===== src/rtl/trc_mul.sv =====
// shared 32x32 multiplier, product registered
module trc_mul (
   input  logic        clock,
   input  logic [31:0] mul_a,
   input  logic [31:0] mul_b,
   output logic [63:0] prod
);

   logic [63:0] prod_ff;

   always_ff @(posedge clock) begin
      prod_ff <= {32'd0, mul_a} * {32'd0, mul_b};
   end

   assign prod = prod_ff;

endmodule


===== config.mk =====
export PLATFORM = sky130hd
export DESIGN_NAME = trc_mul
export DESIGN_NICKNAME = d
export VERILOG_FILES = /design/src/rtl/trc_mul.sv
export SDC_FILE = /design/constraint.sdc
export NUM_CORES = 2
export LEC_CHECK = 0
export BUFFER_PORTS_ARGS = -buffer_cell sky130_fd_sc_hd__buf_2
export CAP_MARGIN = 30
export CORE_MARGIN = 3
export CORE_UTILIZATION = 25
export CTS_CLUSTER_SIZE = 28
export DETAILED_ROUTE_END_ITERATION = 16
export PLACE_DENSITY = 0.39
export SLEW_MARGIN = 20
export SYNTH_ARGS = -nofsm -noshare
export SYNTH_HDL_FRONTEND = slang
export SYNTH_SLANG_ARGS = --single-unit

===== constraint.sdc =====
create_clock -name clock -period 13.06 [get_ports clock]
set_clock_uncertainty 0.15 [all_clocks]
set_input_delay 0.653 -clock clock [delete_from_list [all_inputs] [get_ports clock]]
set_output_delay 0.653 -clock clock [all_outputs]
set_load 0.1 [all_outputs]

==> qor.yml <==
run_status:
  status: "completed"
clock_tree:
  htree_levels: 3
  cts_setup_buffers: 0
  cts-root-buf: "clkbuf_16"
  cts_sinks: 64
  cts_buffer_depth: 2
  cts_tree: "built"
  cts_hold_buf: 0
  cts_buffers: 9
  path_clk_slew_ns: 0.06
  cts-resized-gates: 0
global_routing:
  grt_max_degree: 33
  grt_overflow: 0
  grt_usage_pct: 16.2
  first_global_vias: 27600
  grt_pass1_wl_mm: 172
  antenna_found_initial: 15
synth:
  syn_nets: 4972
  synth-async-reset-ratio_pct: 0
  synthAdderAreaFrac_pct: 61.2
  synth_top_family_by_area: "adder cells"
  yosysWarnings: 0
  yosysTopAreaCell: "fa_1"
  synth_cell_types: 57
  synth_common_cells: "fa_1 (896), inv_1 (865), and2_1 (602), nand2_1 (480), ha_1 (263)"
  yosysMostFrequentCell: "fa_1"
  ys_ff_latch: 64
  avgSynthCellArea_um2: 9.25
  synth_edf_count: 0
  syn_inst: 3748
  syn_area_um2: 34700
  yosys.area.top_type_share_pct: 51.7
  synth_area_leaders: "fa_1 (52%), and2_1 (11%), ha_1 (9.5%)"
  seq_area_frac_synth_pct: 3.69
  synth-simple-area-share_pct: 17.6
  synth_mux_area_share_pct: 0.0289
  synth_compound_area_share_pct: 4.15
  ys.flop_type: "dfxtp_1"
  synth-xor-area-share_pct: 1.52
routing:
  drc: 0
  highest-signal-layer: "met5"
  wl_met2_mm: 60.4
  drt-initial-drc-count: 885
  via_count: 24100
  postRouteWirelength_mm: 112
  dr.pass1.iters: 4
  wl_met3_mm: 2.60
  via_per_inst: 4.39
  wl_met1_mm: 45.5
  wl_per_cell_um: 20.3
  ant_nets: 0
floorplanning:
  fp-row-count: 136
  core_region_area_um2: 138000
  die_x_um: 378
  die_y_um: 378
  io_pins: 129
  die_area_um2: 143000
  start_util_pct: 25.2
critical_path:
  critPathCaptureType: "register"
  critPathMaxFanout: 32
  required_ns: 13.22
  crit_arrival_ns: 8.86
  start_kind: "input pin"
  path_class: "input pin to register"
place:
  dp_hpwl_mm: 89.3
  place_congestion: 0.798
  portBuffers: 128
timing:
  setup_tns_ns: 0
  finalHoldViolCount: 0
  fin_crit_ns: 8.69
  rsz0062_at_grt: "false"
  max_freq_mhz: 115
  tightest_slew_ns: 0.952
  period_share_pct: 66.6
  drv_slew: 0
  setup_viol: 0
  relSlewSlack_pct: 36.5
min_path:
  hp-start: "mul_b[0]"
  hold_depth: 3
  hold_path_class: "input pin to register"
  min_to: "prod[0]$_DFF_P_"
final_layout:
  drive_gt1_share_pct: 4.90
  area_delta_synth_final_pct: 7.23
  fin_nets: 4911
  largest_reg_flops: 64
  nFillCells: 14900
run:
  cap_violations: 0
[area by class of cell]
class	instances	area, um2	area share, %
clock inverter	7	48.8	0.131
sequential	64	1280	3.45
inverter	865	3250	8.73
tap	1794	2240	6.04
timing repair buffer	148	811	2.18
multi-input combinational	2599	29300	78.8
antenna	4	10.0	0.0269
clock buffer	9	225	0.606
[cell families (layout without fill, tap and decap cells)]
family / after synthesis / count (layout)
buffers and inverters: 1085 / 1029
other: 0 / 4
multiplexers: 1 / 1
XOR/XNOR: 60 / 60
AO/OA/AOI/OAI: 202 / 202
flip-flops: 64 / 64
AND/OR/NAND/NOR: 1177 / 1177
adder cells (fa/ha/maj): 1159 / 1159
[per-layer routing]
layer  track usage [%]  vias up
met2              30.5      358
met5                 0        -
met3              1.42      115
met1              19.7    12900
met4              3.86        4
li1                  -    10700
[placed cells by master (no fill, tap or decap), drive strengths merged, types with 5 or more instances in the layout]
master | synthesis | layout
a21o | 40 | 40
a21oi | 66 | 66
a31oi | 12 | 12
and2 | 602 | 602
and3 | 14 | 14
buf | 7 | 148
clkbuf | 213 | 9
dfxtp | 64 | 64
fa | 896 | 896
ha | 263 | 263
inv | 865 | 865
nand2 | 480 | 480
nand3 | 10 | 10
nand4 | 23 | 23
nor2 | 20 | 20
nor3 | 7 | 7
o21a | 9 | 9
o21ai | 26 | 26
o21bai | 11 | 11
o31ai | 5 | 5
xnor2 | 35 | 35
xor2 | 25 | 25
[worst max path at each step]
stage | from | to | slack [ns]
5_1_grt | mul_a[24] | prod[62]$_DFF_P_ | 4.01
6_report | mul_a[24] | prod[62]$_DFF_P_ | 4.37
4_1_cts | mul_b[24] | prod[62]$_DFF_P_ | 4.38
2_1_floorplan | mul_a[25] | prod[62]$_DFF_P_ | 5.50
3_3_place_gp | mul_b[24] | prod[62]$_DFF_P_ | 4.04
3_5_place_dp | mul_b[24] | prod[62]$_DFF_P_ | 3.97
[through the flow]
stage                     instance area [um2]  setup WS (ns)  cells  hold slack, ns  util (%)
after floorplan                         34700           5.50   3748           0.630         -
after global placement                  36900           4.04   5469            1.05      26.8
after detailed placement                36900           3.97   5469            1.05      26.8
after CTS                               37100           4.38   5485           0.740      27.0
after global routing                    37200           4.01   5486           0.779      27.0
final                                   37200           4.37   5490           0.757      27.0
[critical path, stage by stage]
cell and delay [ns]:
buf_2 0.67, and2_1 0.25, fa_1 0.45, fa_1 0.56, inv_1 0.06, fa_1 0.44, fa_1 0.54, inv_1 0.05
fa_1 0.63, fa_1 0.46, fa_1 0.49, inv_1 0.05, fa_1 0.48, inv_1 0.04, ha_1 0.44, nand4_1 0.30
or4_1 0.49, or3_1 0.37, a31oi_1 0.63, a31o_2 0.32, a211oi_1 0.12, o21ai_1 0.18, xor2_1 0.14
Power is not shown: default switching activity piles up to over one toggle a cycle in this logic, so the estimate is an artifact.
